===== config.mk =====
export PLATFORM = sky130hd
export DESIGN_NAME = stuffed_frame_decoder_top
export DESIGN_NICKNAME = d
export VERILOG_FILES = /design/src/sv/sfd_pkg.sv /design/src/sv/sfd_in_stage.sv /design/src/sv/sfd_decode.sv /design/src/sv/sfd_out_stage.sv /design/src/sv/stuffed_frame_decoder_top.sv
export SDC_FILE = /design/constraint.sdc
export NUM_CORES = 1
export LEC_CHECK = 0
export BUFFER_PORTS_ARGS = -buffer_cell sky130_fd_sc_hd__buf_2
export CORE_MARGIN = 10
export CORE_UTILIZATION = 45
export DETAILED_ROUTE_END_ITERATION = 10
export PLACE_DENSITY_LB_ADDON = 0.3
export SYNTH_ARGS = -nofsm -noshare
export SYNTH_HDL_FRONTEND = slang
export SYNTH_HIERARCHICAL = 1
export SYNTH_SLANG_ARGS = --single-unit
export TNS_END_PERCENT = 100

===== constraint.sdc =====
create_clock -name aclk -period 3.8 [get_ports aclk]
set_input_delay 0.38 -clock aclk [delete_from_list [all_inputs] [get_ports aclk]]
set_output_delay 0.38 -clock aclk [all_outputs]
set_load 0.02 [all_outputs]

===== src/sv/sfd_pkg.sv =====
// Package for the stuffed frame decoder.
// Holds the phase type, the special byte codes and the result beat struct.
// No dependencies.
package sfd_pkg;

    localparam int unsigned BYTE_W = 8;
    localparam int unsigned KIND_W = 2;
    localparam int unsigned USER_W = 4;

    localparam logic [BYTE_W-1:0] START_BYTE = 8'd0;
    localparam logic [BYTE_W-1:0] ESC_BYTE   = 8'd2;
    localparam logic [BYTE_W-1:0] ESC_ZERO   = 8'd3;
    localparam logic [BYTE_W-1:0] ESC_ONE    = 8'd4;
    localparam logic [BYTE_W-1:0] ESC_TWO    = 8'd5;

    localparam logic [KIND_W-1:0] KIND_CODE = 2'd0;
    localparam logic [KIND_W-1:0] KIND_LEN  = 2'd1;
    localparam logic [KIND_W-1:0] KIND_PAY  = 2'd2;
    localparam logic [KIND_W-1:0] KIND_CHK  = 2'd3;

    typedef enum logic [2:0] {
        PH_IDLE = 3'd0,
        PH_CODE = 3'd1,
        PH_LEN  = 3'd2,
        PH_PAY  = 3'd3,
        PH_CHK  = 3'd4
    } phase_t;

    typedef struct packed {
        logic              valid;
        logic [BYTE_W-1:0] raw_byte;
    } sfd_in_t;

    typedef struct packed {
        logic              valid;
        logic [BYTE_W-1:0] out_byte;
        logic [KIND_W-1:0] kind;
        logic              frame_end;
        logic              sum_ok;
        logic              framing_error;
    } sfd_result_t;

endpackage


===== src/sv/sfd_in_stage.sv =====
// Input register of the stuffed frame decoder.
// Captures one raw byte per beat; uses sfd_pkg.
module sfd_in_stage
    import sfd_pkg::*;
(
    input  logic              aclk,
    input  logic              aresetn,
    input  logic              s_tvalid,
    output logic              s_tready,
    input  logic [BYTE_W-1:0] s_tdata,
    input  logic              advance,
    output sfd_in_t           in_beat
);

    logic              valid_reg;
    logic [BYTE_W-1:0] byte_reg;

    assign s_tready = !valid_reg || advance;

    always_ff @(posedge aclk) begin
        if (!aresetn) begin
            valid_reg <= 1'b0;
        end else if (s_tready) begin
            valid_reg <= s_tvalid;
        end
    end

    always_ff @(posedge aclk) begin
        if (s_tvalid && s_tready) begin
            byte_reg <= s_tdata;
        end
    end

    assign in_beat.valid    = valid_reg;
    assign in_beat.raw_byte = byte_reg;

endmodule


===== src/sv/sfd_decode.sv =====
// Frame state machine of the stuffed frame decoder: unescape, phase tracking, checksum.
// Consumes the input register and produces at most one result beat per byte; uses sfd_pkg.
module sfd_decode
    import sfd_pkg::*;
(
    input  logic        aclk,
    input  logic        aresetn,
    input  sfd_in_t     in_beat,
    input  logic        advance,
    output sfd_result_t result
);

    phase_t            phase_reg, phase_next;
    logic              esc_reg, esc_next;
    logic [BYTE_W-1:0] left_reg, left_next;
    logic [BYTE_W-1:0] sum_reg, sum_next;
    logic              step;
    logic              have_val;
    logic [BYTE_W-1:0] val;
    logic [BYTE_W-1:0] left_dec;
    logic [BYTE_W-1:0] sum_add;
    logic [BYTE_W-1:0] raw;

    assign step     = in_beat.valid && advance;
    assign raw      = in_beat.raw_byte;
    assign left_dec = left_reg - 8'd1;
    assign sum_add  = sum_reg + val;

    always_ff @(posedge aclk) begin
        if (!aresetn) begin
            phase_reg <= PH_IDLE;
            esc_reg   <= 1'b0;
            left_reg  <= '0;
            sum_reg   <= '0;
        end else if (step) begin
            phase_reg <= phase_next;
            esc_reg   <= esc_next;
            left_reg  <= left_next;
            sum_reg   <= sum_next;
        end
    end

    always_comb begin
        phase_next = phase_reg;
        esc_next   = esc_reg;
        left_next  = left_reg;
        sum_next   = sum_reg;
        have_val   = 1'b0;
        val        = raw;
        result     = '0;

        unique case (phase_reg)
            PH_CODE, PH_LEN, PH_PAY, PH_CHK: begin
                if (raw == START_BYTE) begin
                    result.valid         = 1'b1;
                    result.framing_error = 1'b1;
                    phase_next           = PH_CODE;
                    esc_next             = 1'b0;
                    left_next            = '0;
                    sum_next             = '0;
                end else if (esc_reg) begin
                    esc_next = 1'b0;
                    priority if (raw == ESC_ZERO) begin
                        val      = 8'd0;
                        have_val = 1'b1;
                    end else if (raw == ESC_ONE) begin
                        val      = 8'd1;
                        have_val = 1'b1;
                    end else if (raw == ESC_TWO) begin
                        val      = 8'd2;
                        have_val = 1'b1;
                    end else begin
                        result.valid         = 1'b1;
                        result.framing_error = 1'b1;
                        phase_next           = PH_IDLE;
                        left_next            = '0;
                        sum_next             = '0;
                    end
                end else if (raw == ESC_BYTE) begin
                    esc_next = 1'b1;
                end else begin
                    have_val = 1'b1;
                end

                if (have_val) begin
                    result.valid    = 1'b1;
                    result.out_byte = val;
                    unique case (phase_reg)
                        PH_CODE: begin
                            result.kind = KIND_CODE;
                            sum_next    = sum_add;
                            phase_next  = PH_LEN;
                        end
                        PH_LEN: begin
                            result.kind = KIND_LEN;
                            sum_next    = sum_add;
                            left_next   = val;
                            phase_next  = (val == 8'd0) ? PH_CHK : PH_PAY;
                        end
                        PH_PAY: begin
                            result.kind = KIND_PAY;
                            sum_next    = sum_add;
                            left_next   = left_dec;
                            if (left_dec == 8'd0) begin
                                phase_next = PH_CHK;
                            end
                        end
                        default: begin
                            result.kind      = KIND_CHK;
                            result.frame_end = 1'b1;
                            result.sum_ok    = (sum_add == 8'd0);
                            phase_next       = PH_IDLE;
                            left_next        = '0;
                            sum_next         = '0;
                        end
                    endcase
                end
            end
            default: begin
                if (raw == START_BYTE) begin
                    phase_next = PH_CODE;
                    esc_next   = 1'b0;
                    left_next  = '0;
                    sum_next   = '0;
                end else begin
                    phase_next = PH_IDLE;
                end
            end
        endcase

        if (!in_beat.valid) begin
            result.valid = 1'b0;
        end
    end

`ifndef SYNTHESIS
    a_end_goes_idle: assert property (@(posedge aclk) disable iff (!aresetn)
        step && result.valid && result.frame_end |=> phase_reg == PH_IDLE)
        else $error("phase not idle after checksum beat");

    a_esc_in_frame: assert property (@(posedge aclk) disable iff (!aresetn)
        esc_reg |-> phase_reg != PH_IDLE)
        else $error("escape pending outside a frame");

    a_pay_count: assert property (@(posedge aclk) disable iff (!aresetn)
        phase_reg == PH_PAY |-> left_reg != 8'd0)
        else $error("payload phase with no bytes left");

    a_err_alone: assert property (@(posedge aclk) disable iff (!aresetn)
        step && result.framing_error |=> phase_reg == PH_IDLE || phase_reg == PH_CODE)
        else $error("error beat did not resynchronize");
`endif

endmodule


===== src/sv/sfd_out_stage.sv =====
// Result register of the stuffed frame decoder.
// Holds one result beat until the receiver takes it; uses sfd_pkg.
module sfd_out_stage
    import sfd_pkg::*;
(
    input  logic              aclk,
    input  logic              aresetn,
    input  sfd_result_t       result,
    output logic              advance,
    output logic              m_tvalid,
    input  logic              m_tready,
    output logic [BYTE_W-1:0] m_tdata,
    output logic              m_tlast,
    output logic [USER_W-1:0] m_tuser
);

    logic        valid_reg;
    sfd_result_t res_reg;

    assign advance = !valid_reg || m_tready;

    always_ff @(posedge aclk) begin
        if (!aresetn) begin
            valid_reg <= 1'b0;
        end else if (advance) begin
            valid_reg <= result.valid;
        end
    end

    always_ff @(posedge aclk) begin
        if (advance && result.valid) begin
            res_reg <= result;
        end
    end

    assign m_tvalid = valid_reg;
    assign m_tdata  = res_reg.out_byte;
    assign m_tlast  = res_reg.frame_end;
    assign m_tuser  = {res_reg.framing_error, res_reg.sum_ok, res_reg.kind};

endmodule


===== src/sv/stuffed_frame_decoder_top.sv =====
// Top level of the stuffed frame decoder.
// Instantiates sfd_in_stage, sfd_decode and sfd_out_stage; uses sfd_pkg.
//
// Slave channel: one raw line byte per beat on s_tdata. A zero byte opens a
// frame of code, length, payload and checksum bytes; 2 escapes the next byte
// (3, 4, 5 stand for 0, 1, 2). Bytes outside a frame produce no beat.
// Master channel: one decoded byte per beat on m_tdata, its kind and flags on
// m_tuser, m_tlast high on the checksum beat. On a framing error m_tdata,
// kind, m_tlast and sum_ok are zero. Escape and idle bytes produce no beat.
// A taken byte is decoded from the input register into the result register,
// which drives m_tvalid. Throughput: one byte per cycle while m_tready stays
// high; a single state update lies between the two registers.
// Reset (aresetn low, synchronous): both registers empty, decoder idle.
// Stall: while m_tready is low a held result blocks the decoder; if the
// input register is empty, one more byte is taken into it, then s_tready
// drops until the receiver takes the held beat.
module stuffed_frame_decoder_top
    import sfd_pkg::*;
(
    input  logic              aclk,
    input  logic              aresetn,
    input  logic              s_tvalid,
    output logic              s_tready,
    input  logic [BYTE_W-1:0] s_tdata,   // [7:0] raw_byte
    output logic              m_tvalid,
    input  logic              m_tready,
    output logic [BYTE_W-1:0] m_tdata,   // [7:0] out_byte
    output logic              m_tlast,
    output logic [USER_W-1:0] m_tuser    // [1:0] kind, [2] sum_ok, [3] framing_error
);

    sfd_in_t     in_beat;
    sfd_result_t result;
    logic        advance;

    sfd_in_stage u_in (
        .aclk     (aclk),
        .aresetn  (aresetn),
        .s_tvalid (s_tvalid),
        .s_tready (s_tready),
        .s_tdata  (s_tdata),
        .advance  (advance),
        .in_beat  (in_beat)
    );

    sfd_decode u_dec (
        .aclk    (aclk),
        .aresetn (aresetn),
        .in_beat (in_beat),
        .advance (advance),
        .result  (result)
    );

    sfd_out_stage u_out (
        .aclk     (aclk),
        .aresetn  (aresetn),
        .result   (result),
        .advance  (advance),
        .m_tvalid (m_tvalid),
        .m_tready (m_tready),
        .m_tdata  (m_tdata),
        .m_tlast  (m_tlast),
        .m_tuser  (m_tuser)
    );

endmodule

# Word-level counts from Yosys, hierarchy flattened
# Index checks and enable logic that the tools add are counted.
# classes
addsub	2
n_eq_ne	11
muxes	57
bitwise_logic	2
reduce_logical	19
# ops
operator	n
two-way mux 8 bit	23
logical NOT 8 bit	4
two-way mux 3 bit	9
one-hot mux 8 bit (3 select lines)	1
two-way mux 1 bit	19
equality test 8 x 2 -> 1 bit, second input constant	2
equality test 8 x 3 -> 1 bit, second input constant	2
two-way mux 14 bit	1
two-way mux 13 bit	1
!= test 3 x 2 -> 1 bit, second input constant	3
one-hot mux 3 bit (3 select lines)	1
adder 8 bit	1
subtractor 8 x 1 -> 8 bit, second input constant	1
equality test 3 x 2 -> 1 bit, second input constant	2
one-hot mux 2 bit (3 select lines)	1
AND reduction 6 bit	1
OR reduction 5 bit	1
AND reduction 2 bit	2
OR reduction 4 bit	1
equality test 3 x 1 -> 1 bit, second input constant	1
equality test 3 bit, second input constant	1
logical AND 1 bit	3
nonzero test 3 bit	1
OR reduction 3 bit	1
other kinds (5)	8
# totals
ff_bits	43
input_bits	12
out_inout_bits	15

# Depth between registers and ports, before layout
# Gate-level depths: netlist (run 1).
# logic_depth
ltp_word	15
mapped_depth	15

# Hierarchy
# Netlist (run 1), hierarchy kept.
# modules_own_cells
mod	instances	cells_per_inst	area_per_inst_um2	seq_area_each_um2
sfd_decode	1	273	2020.7	400.4
sfd_out_stage	1	18	447.9	410.4
sfd_in_stage	1	14	305.3	260.2

# Worst setup path before layout (run 1)
# No wires, ideal clock.
# synth_path
path_type	register to register
start	reg u_in.byte_reg[7]
end	reg u_out.res_reg, in the netlist u_out/m_tuser[2] (data pin)
setup_ps	169
arrival_ps	3079
path_slack_ps	552
stages_incl_launch_ff	14
path_buffers	0
path_cell_list	edfxtp_1 -> or3_4 -> nor2_1 -> a41oi_1 -> o21ai_0 -> ha_1 -> inv_1 -> fa_1 -> nor2b_1 -> o21ai_0 -> a21o_1 -> and2_1 -> or4_1 -> nor4b_2
# synth_via
elab_chain_len	10
elab_cells_between_ends	23
cone_classes	1 x add/sub; 4 x eq/ne; 14 x mux; 1 x bitwise; 3 x reduce/logical
# synth_rtl
element	line_no	text
from (decl)	sfd_in_stage.sv:16	logic [BYTE_W-1:0] byte_reg;
from (signal assigned)	sfd_in_stage.sv:30	byte_reg <= s_tdata;
equality test 8 x 3 -> 1 bit	sfd_decode.sv:69	end else if (raw == ESC_TWO) begin
two-way mux 8 bit	sfd_decode.sv:69	
two-way mux 8 bit	sfd_decode.sv:66	end else if (raw == ESC_ONE) begin
two-way mux 8 bit	sfd_decode.sv:63	priority if (raw == ESC_ZERO) begin
two-way mux 8 bit	sfd_decode.sv:61	end else if (esc_reg) begin
two-way mux 8 bit	sfd_decode.sv:54	if (raw == START_BYTE) begin
two-way mux 8 bit (2 in series)	sfd_decode.sv:52	unique case (phase_reg)
adder 8 bit	sfd_decode.sv:27	assign sum_add = sum_reg + val;
logical NOT 8 bit	sfd_decode.sv:111	result.sum_ok = (sum_add == 8'd0);
to (signal assigned)	sfd_out_stage.sv:32	res_reg <= result;
to (decl)	sfd_out_stage.sv:18	sfd_result_t res_reg;
# Parallel ways exist; a longest one is shown, timed or not. The select of a mux whose other input is x is not followed.
# A chain may end at the register's enable or synchronous reset.

# Worst setup path after layout (run 1)
# Ends and elaborated chain as after synthesis.

==> results of run 1 <==
## timing repair
action                                  4_1_cts  5_1_grt
endpoints found under the setup margin        0        1
hold buffers                                  0        0
hold endpoints to repair                      0        0
gates resized for setup                       0        2
## synthesized netlist by cell type (3+ instances only)
library cell	count	area, sq um
o31a_1	3	26.3
xor2_1	3	26.3
and3_1	9	56.3
nor3_1	10	50.1
nor3b_1	4	30.0
a21oi_1	20	100
a21o_1	3	22.5
nor2b_1	10	62.6
nand3b_1	4	30.0
xnor2_1	7	61.3
nand3_1	8	40.0
o21ai_0	13	65.1
nand4_1	5	31.3
nand2_1	15	56.3
nor2_1	23	86.3
mux2i_1	3	30.0
and2_1	3	18.8
nand2b_1	8	50.1
inv_1	15	56.3
o22ai_1	3	18.8
clkbuf_1	15	56.3
ha_1	9	113
or3_1	3	18.8
dfxtp_1	22	440
a22oi_1	4	30.0
a211oi_1	3	22.5
edfxtp_1	21	631
a31oi_1	5	31.3
## cell families after synthesis
group	count (synthesis)	share of synthesized area (%)
fa+ha+maj	10	4.78
simple gates	123	26.4
buf+inv	33	4.69
mux	3	1.08
flops	43	38.6
compound gates	83	21.3
xor+xnor	10	3.16
## power by group through the flow
stage / clock (mW) / sequential (mW) / combinational [mW]
global placement: 0 / 0.511 / 0.0529
global route: 0.377 / 0.502 / 0.0599
floorplan: 0 / 0.504 / 0.0426
CTS: 0.356 / 0.501 / 0.0532
finish: 0.348 / 0.501 / 0.0543
detailed placement: 0 / 0.511 / 0.0530
## area by class of cell
class	instances	area (sq um)
Clock inverter	3	38.8
Tap cell	75	93.8
Sequential cell	43	1070
Clock buffer	5	68.8
Fill cell	564	2870
Timing Repair Buffer	32	175
Inverter	15	56.3
Multi-Input combinational cell	229	1580
## worst reg2reg max path, stage by stage, from the launching register on
cell and delay [ns]:
edfxtp_1 0.47, or3_4 0.46, nor2_2 0.19, a41oi_1 0.14
o21ai_0 0.19, ha_1 0.19, inv_1 0.06, fa_1 0.40
nor2b_1 0.12, o21ai_0 0.12, a21o_1 0.22, and2_1 0.14
or4_1 0.41, nor4b_2 0.21
## metal layers
| metal | up-vias | wire length [um] | track usage (%) |
|---|---|---|---|
| met3 | 19 | 721 | 3.14 |
| li1 | 1175 | - | - |
| met4 | 0 | 169 | 6.28 |
| met2 | 160 | 3050 | 20.8 |
| met1 | 1163 | 3190 | 18.9 |
| met5 | - | 0 | 0 |
## final timing paths
path / to / slack [ns]
worst min-delay path: u_in/byte_reg[5]$_DFFE_PP_ / 0.25
worst max-delay path: u_out/m_tuser[2]$_DFFE_PP_ / 0.32
worst min register to register: u_dec/sum_reg[6]$_SDFFE_PN0P_ / 0.49
worst max register to register: u_out/m_tuser[2]$_DFFE_PP_ / 0.32
## through the flow
stage | instance area (sq um) | worst slack [ns] | hold slack, ns
after floorplan | 2770 | 0.552 | 0.436
after global placement | 2970 | 0.380 | 0.477
after detailed placement | 2970 | 0.276 | 0.476
after CTS | 3080 | 0.248 | 0.250
after global routing | 3080 | 0.0261 | 0.239
final | 3080 | 0.317 | 0.255
==> impl_metrics.yaml, run 1 <==
clock_network:
  clk_pin_slew_worst_paths_ns: 0.08
  root_buffer: "clkbuf_8"
  numClockSinks: 43
  clk-insertion-delay-late_ns: 0.29
  tritoncts: "built"
  ctsHtreeMaxLevel: 2
  clockBufferDepth: 2
  numCtsBuffers: 5
  post_cts.repair.setup_buffers: 0
pwr:
  power_leakage_nw: 1.21
  vdd_ir_drop_max_uv: 185
  power_switching_share_pct: 22.0
  power_frac_seq_pct: 55.5
  power_frac_comb_pct: 6.0
  switching_power_mw: 0.199
  cell_internal_pwr_mw: 0.704
  p_clk_share_pct: 38.5
  powerDensity_nw_per_um2: 293
  total_power_mw: 0.903
worst_setup_path:
  worst_path_largest_cell_delay_ns: 0.47
  critical_path_required_ns: 3.93
  reg2reg_depth: 13
  critical_path.endpoint_type: "flip-flop"
  critPathKind: "flip-flop to flip-flop"
  worst-path-stages: 13
  path_common_cell: "o21ai_0"
  startpoint_type: "flip-flop"
  cp.buffers_inverters: 1
  worst_path_dominant_cell_family: "simple AND/OR/NAND/NOR gates"
  crit_arrival_ns: 3.61
  crit_path_cell_trace: "or3_4, nor2_2, a41oi_1, o21ai_0, ha_1, inv_1, fa_1, nor2b_1, o21ai_0, a21o_1, and2_1, or4_1, nor4b_2"
  worstSetupStartpoint: "u_in/byte_reg[7]$_DFFE_PP_"
  critPathMaxFanout: 5
  slowest_stage: "edfxtp_1"
  critical_path.reg2reg.startpoint: "u_in/byte_reg[7]$_DFFE_PP_"
routing:
  routed_via_density: 6.26
  remaining_drc_errors: 0
  drt_first_iter_violations: 409
  via_count: 2517
  wl_um: 7130
  drt.antenna.violating_nets: 0
  post_drt_wl_per_cell_um: 17.7
  detail_route.first_pass.iterations: 8
grt:
  grt_overall_usage_pct: 14.0
  first_global_vias: 2336
  grt.overflow.total: 0
  number_of_antenna_violations_at_the_first_check_in_global_routing: 0
  grt_start_max_net_pins: 23
  grt_first_pass_wirelength_um: 11300
sta:
  grt_setup_unrepaired: "no"
  finalSetupViolations: 0
  final_hold_vios: 0
  timing.final.crit_period_ns: 3.48
  fin_crit_sh_pct: 91.7
  fmax_ghz: 0.287
  tightest_slew_ns: 0.731
  clock-skew-final_ns: 0.00433
  slew_violations: 0
  setup_tns_ns: 0
  timing.slew.headroom_pct: 50.8
synth:
  seq_area_frac_synth_pct: 38.6
  synth-edff-count: 21
  synthArstFlopShare_pct: 0
  synth_seq_cells: 43
  synth.net_count: 327
  synthesis.area_per_instance_sq_um: 9.09
  postSynthCellCount: 305
  mappedNetlistArea_sq_um: 2770
  yosys_warnings: 6
  synth_cell_types: 69
  ys_dominant_reg_cell: "dfxtp_1"
finish:
  finalCoreUtilization_pct: 51.7
  layout_common_cells: "buf_2 (26), dfxtp_1 (22), nor2_1 (21), edfxtp_1 (21), a21oi_1 (20)"
  diodes_inserted: 0
  final_nets: 348
  flow.area_growth_from_synthesis_pct: 11.1
  filler_free_cell_count_of_the_finished_design: 402
  drive_gt1_share_pct: 17.7
  final_common_cell: "buf_2"
floorplanning:
  ios: 27
  floorplan.die_area_sq_um: 9700
  chipHeight_um: 98.5
  design.core.area_sq_um: 5960
  core.rowCount: 28
  floorplan.initialDensity_pct: 46.6
  chipWidth_um: 98.5
placed_design:
  place_hpwl_um: 5240
  buffer_ports.inserted: 26
  placed_cells_incl_taps: 394
  gp_routability_congestion: 0.966
min_path:
  timing.hold.worst.class: "input pin to flip-flop"
  hold_start: "s_tdata[5]"
  hold-path-cell-count: 1
job:
  drv_cap: 0
status:
  run_status: "completed"
Power figures use the tool's default switching activity.
==> run 2, diff against run 1 <==
clock period = 4 ns   (was 3.8 ns; I/O delays follow)
==> run 2 against run 1 <==
Compared with the run above:
- design area shrank 0.53%
- sequential share of layout area grew 0.18 points
- critical path type unchanged
- die area is the same
- total power shrank 3.8%
- critical endpoint unchanged
- maximum frequency shrank 2.6%
- utilization shrank 0.27 points
- hold slack gained 0.0082 ns
- count of clock-buffer cells in the layout is the same
- final cell count shrank 0.50%
- via count shrank 1.6%
==> impl_metrics.yaml, run 2 (same netlist as run 1, synthesis figures left out) <==
routing:
  post_drt_wl_per_cell_um: 18.0
  via_count: 2477
  routed_via_density: 6.19
  remaining_drc_errors: 0
  drt.antenna.violating_nets: 0
  drt_first_iter_violations: 287
  detail_route.first_pass.iterations: 5
  wl_um: 7220
worst_setup_path:
  worst_reg2reg_endpoint: "u_out/m_tuser[2]$_DFFE_PP_"
  reg2reg_setup_slack_ns: 0.42
  critical_path.reg2reg.startpoint: "u_dec/phase_reg[1]$_SDFFE_PN0P_"
  critPathKind: "flip-flop to flip-flop"
  critPathMaxFanout: 12
  crit_arrival_ns: 3.72
  critical_path.endpoint_type: "flip-flop"
  startpoint_type: "flip-flop"
  reg2reg_depth: 13
  critical_path_required_ns: 4.14
pwr:
  total_power_mw: 0.868
  power_leakage_nw: 1.20
  vdd_ir_drop_max_uv: 137
  powerDensity_nw_per_um2: 283
placed_design:
  gp_routability_congestion: 0.996
  buffer_ports.inserted: 26
  place_hpwl_um: 5260
  preCtsSetupSlack_ns: 0.466
  placed_cells_incl_taps: 392
  post_place_instance_area_sq_um: 2950
job:
  drv_cap: 0
finish:
  filler_free_cell_count_of_the_finished_design: 400
  multi_input_comb_area_sq_um: 1570
  n_fill_cell: 581
  drive_gt1_share_pct: 16.6
  flow.area_growth_from_synthesis_pct: 10.5
  final_standard_cell_area_without_fillers_sq_um: 3070
  diodes_inserted: 0
  final_common_cell: "buf_2"
  layout_common_cells: "buf_2 (26), nor2_1 (23), dfxtp_1 (22), edfxtp_1 (21), a21oi_1 (20)"
  layout.area.seq_sq_um: 1070
  final_nets: 346
clock_network:
  cts_hold_buf: 0
  numCtsBuffers: 5
  tritoncts: "built"
  root_buffer: "clkbuf_8"
  number_of_resized_instances_in_the_post_cts_repair_step: 0
  clk_pin_slew_worst_paths_ns: 0.08
  post_cts.repair.setup_buffers: 0
  ctsHtreeMaxLevel: 2
  numClockSinks: 43
  clockBufferDepth: 2
  clk-insertion-delay-late_ns: 0.31
floorplanning:
  floorplan.die_area_sq_um: 9700
  chipWidth_um: 98.5
  floorplan.initialDensity_pct: 46.6
  chipHeight_um: 98.5
  design.core.area_sq_um: 5960
  core.rowCount: 28
  ios: 27
grt:
  grtUsageMet2_pct: 21.7
  first_global_vias: 2352
  gr-usage-met1_pct: 19.2
  grt.overflow.total: 0
  number_of_antenna_violations_at_the_first_check_in_global_routing: 0
  grt_most_used_layer: "met2"
  global_routing_usage_on_met3_pct: 3.98
  grt_start_max_net_pins: 24
  grt_first_pass_wirelength_um: 11900
  grt_overall_usage_pct: 14.6
sta:
  finalSetupViolations: 0
  fin_crit_sh_pct: 89.4
  clock-skew-final_ns: 0.00809
  final_hold_vios: 0
  worst_slack_ns: 0.423
  setup_tns_ns: 0
  slew_violations: 0
  timing.final.crit_period_ns: 3.58
  tightest_slew_ns: 0.730
  timing.slew.headroom_pct: 50.9
  grt_setup_unrepaired: "no"
  fmax_ghz: 0.280
status:
  run_status: "completed"
min_path:
  hold_end: "u_in/byte_reg[6]$_DFFE_PP_"
  hold-path-cell-count: 1
  timing.hold.worst.class: "input pin to flip-flop"
  hold_start: "s_tdata[6]"
## run 2: layout make-up
type | count | share of cell area [%]
well taps | 75 | 3.06
repair buffers | 30 | 5.22
clock inverters | 3 | 1.39
flip-flops and latches | 43 | 34.9
multi-input cells | 229 | 51.3
inverters | 15 | 1.84
clock buffers | 5 | 2.24
## run 2: worst max-delay path, cell delays in order (launching register included)
cell and delay [ns]:
dfxtp_1 0.54, nor3_1 0.15, nor2_1 0.45, a41oi_1 0.18, o21ai_0 0.22, ha_1 0.20
inv_1 0.05, fa_1 0.40, nor2b_1 0.12, o21ai_0 0.13, a21o_1 0.22, and2_1 0.14
or4_1 0.41, nor4b_2 0.21
## run 2: per-layer routing
metal	vias to the layer above	part of all wire [%]	wire length [um]
met5	-	0	0
met4	0	3.1	225
met3	21	8.5	613
met2	134	44	3150
met1	1155	45	3230
li1	1167	-	-
## run 2: power breakdown
part / switching [mW] / leakage [nW] / internal [mW]
registers: 0.0121 / 0.407 / 0.464
clock network: 0.155 / 0.0562 / 0.186
logic: 0.0298 / 0.738 / 0.0209
total: 0.197 / 1.20 / 0.671
## run 2: worst max path at each step
stage	start	end	cells past startpoint
after global placement	u_in/byte_reg[7]$_DFFE_PP_	u_out/m_tuser[2]$_DFFE_PP_	13
final	u_dec/phase_reg[1]$_SDFFE_PN0P_	u_out/m_tuser[2]$_DFFE_PP_	13
after CTS	u_in/byte_reg[7]$_DFFE_PP_	u_out/m_tuser[2]$_DFFE_PP_	13
after global routing	u_dec/phase_reg[2]$_SDFFE_PN0P_	u_out/m_tuser[2]$_DFFE_PP_	13
after detailed placement	u_in/byte_reg[7]$_DFFE_PP_	u_out/m_tuser[2]$_DFFE_PP_	13
after floorplan	u_in/byte_reg[7]$_DFFE_PP_	u_out/m_tuser[2]$_DFFE_PP_	13
## run 2: through the flow
| step | utilization [%] | hold slack (ns) |
|---|---|---|
| floorplan | - | 0.436 |
| global placement | 49.6 | 0.451 |
| detailed placement | 49.6 | 0.480 |
| CTS | 51.5 | 0.255 |
| global route | 51.5 | 0.244 |
| finish | 51.5 | 0.263 |
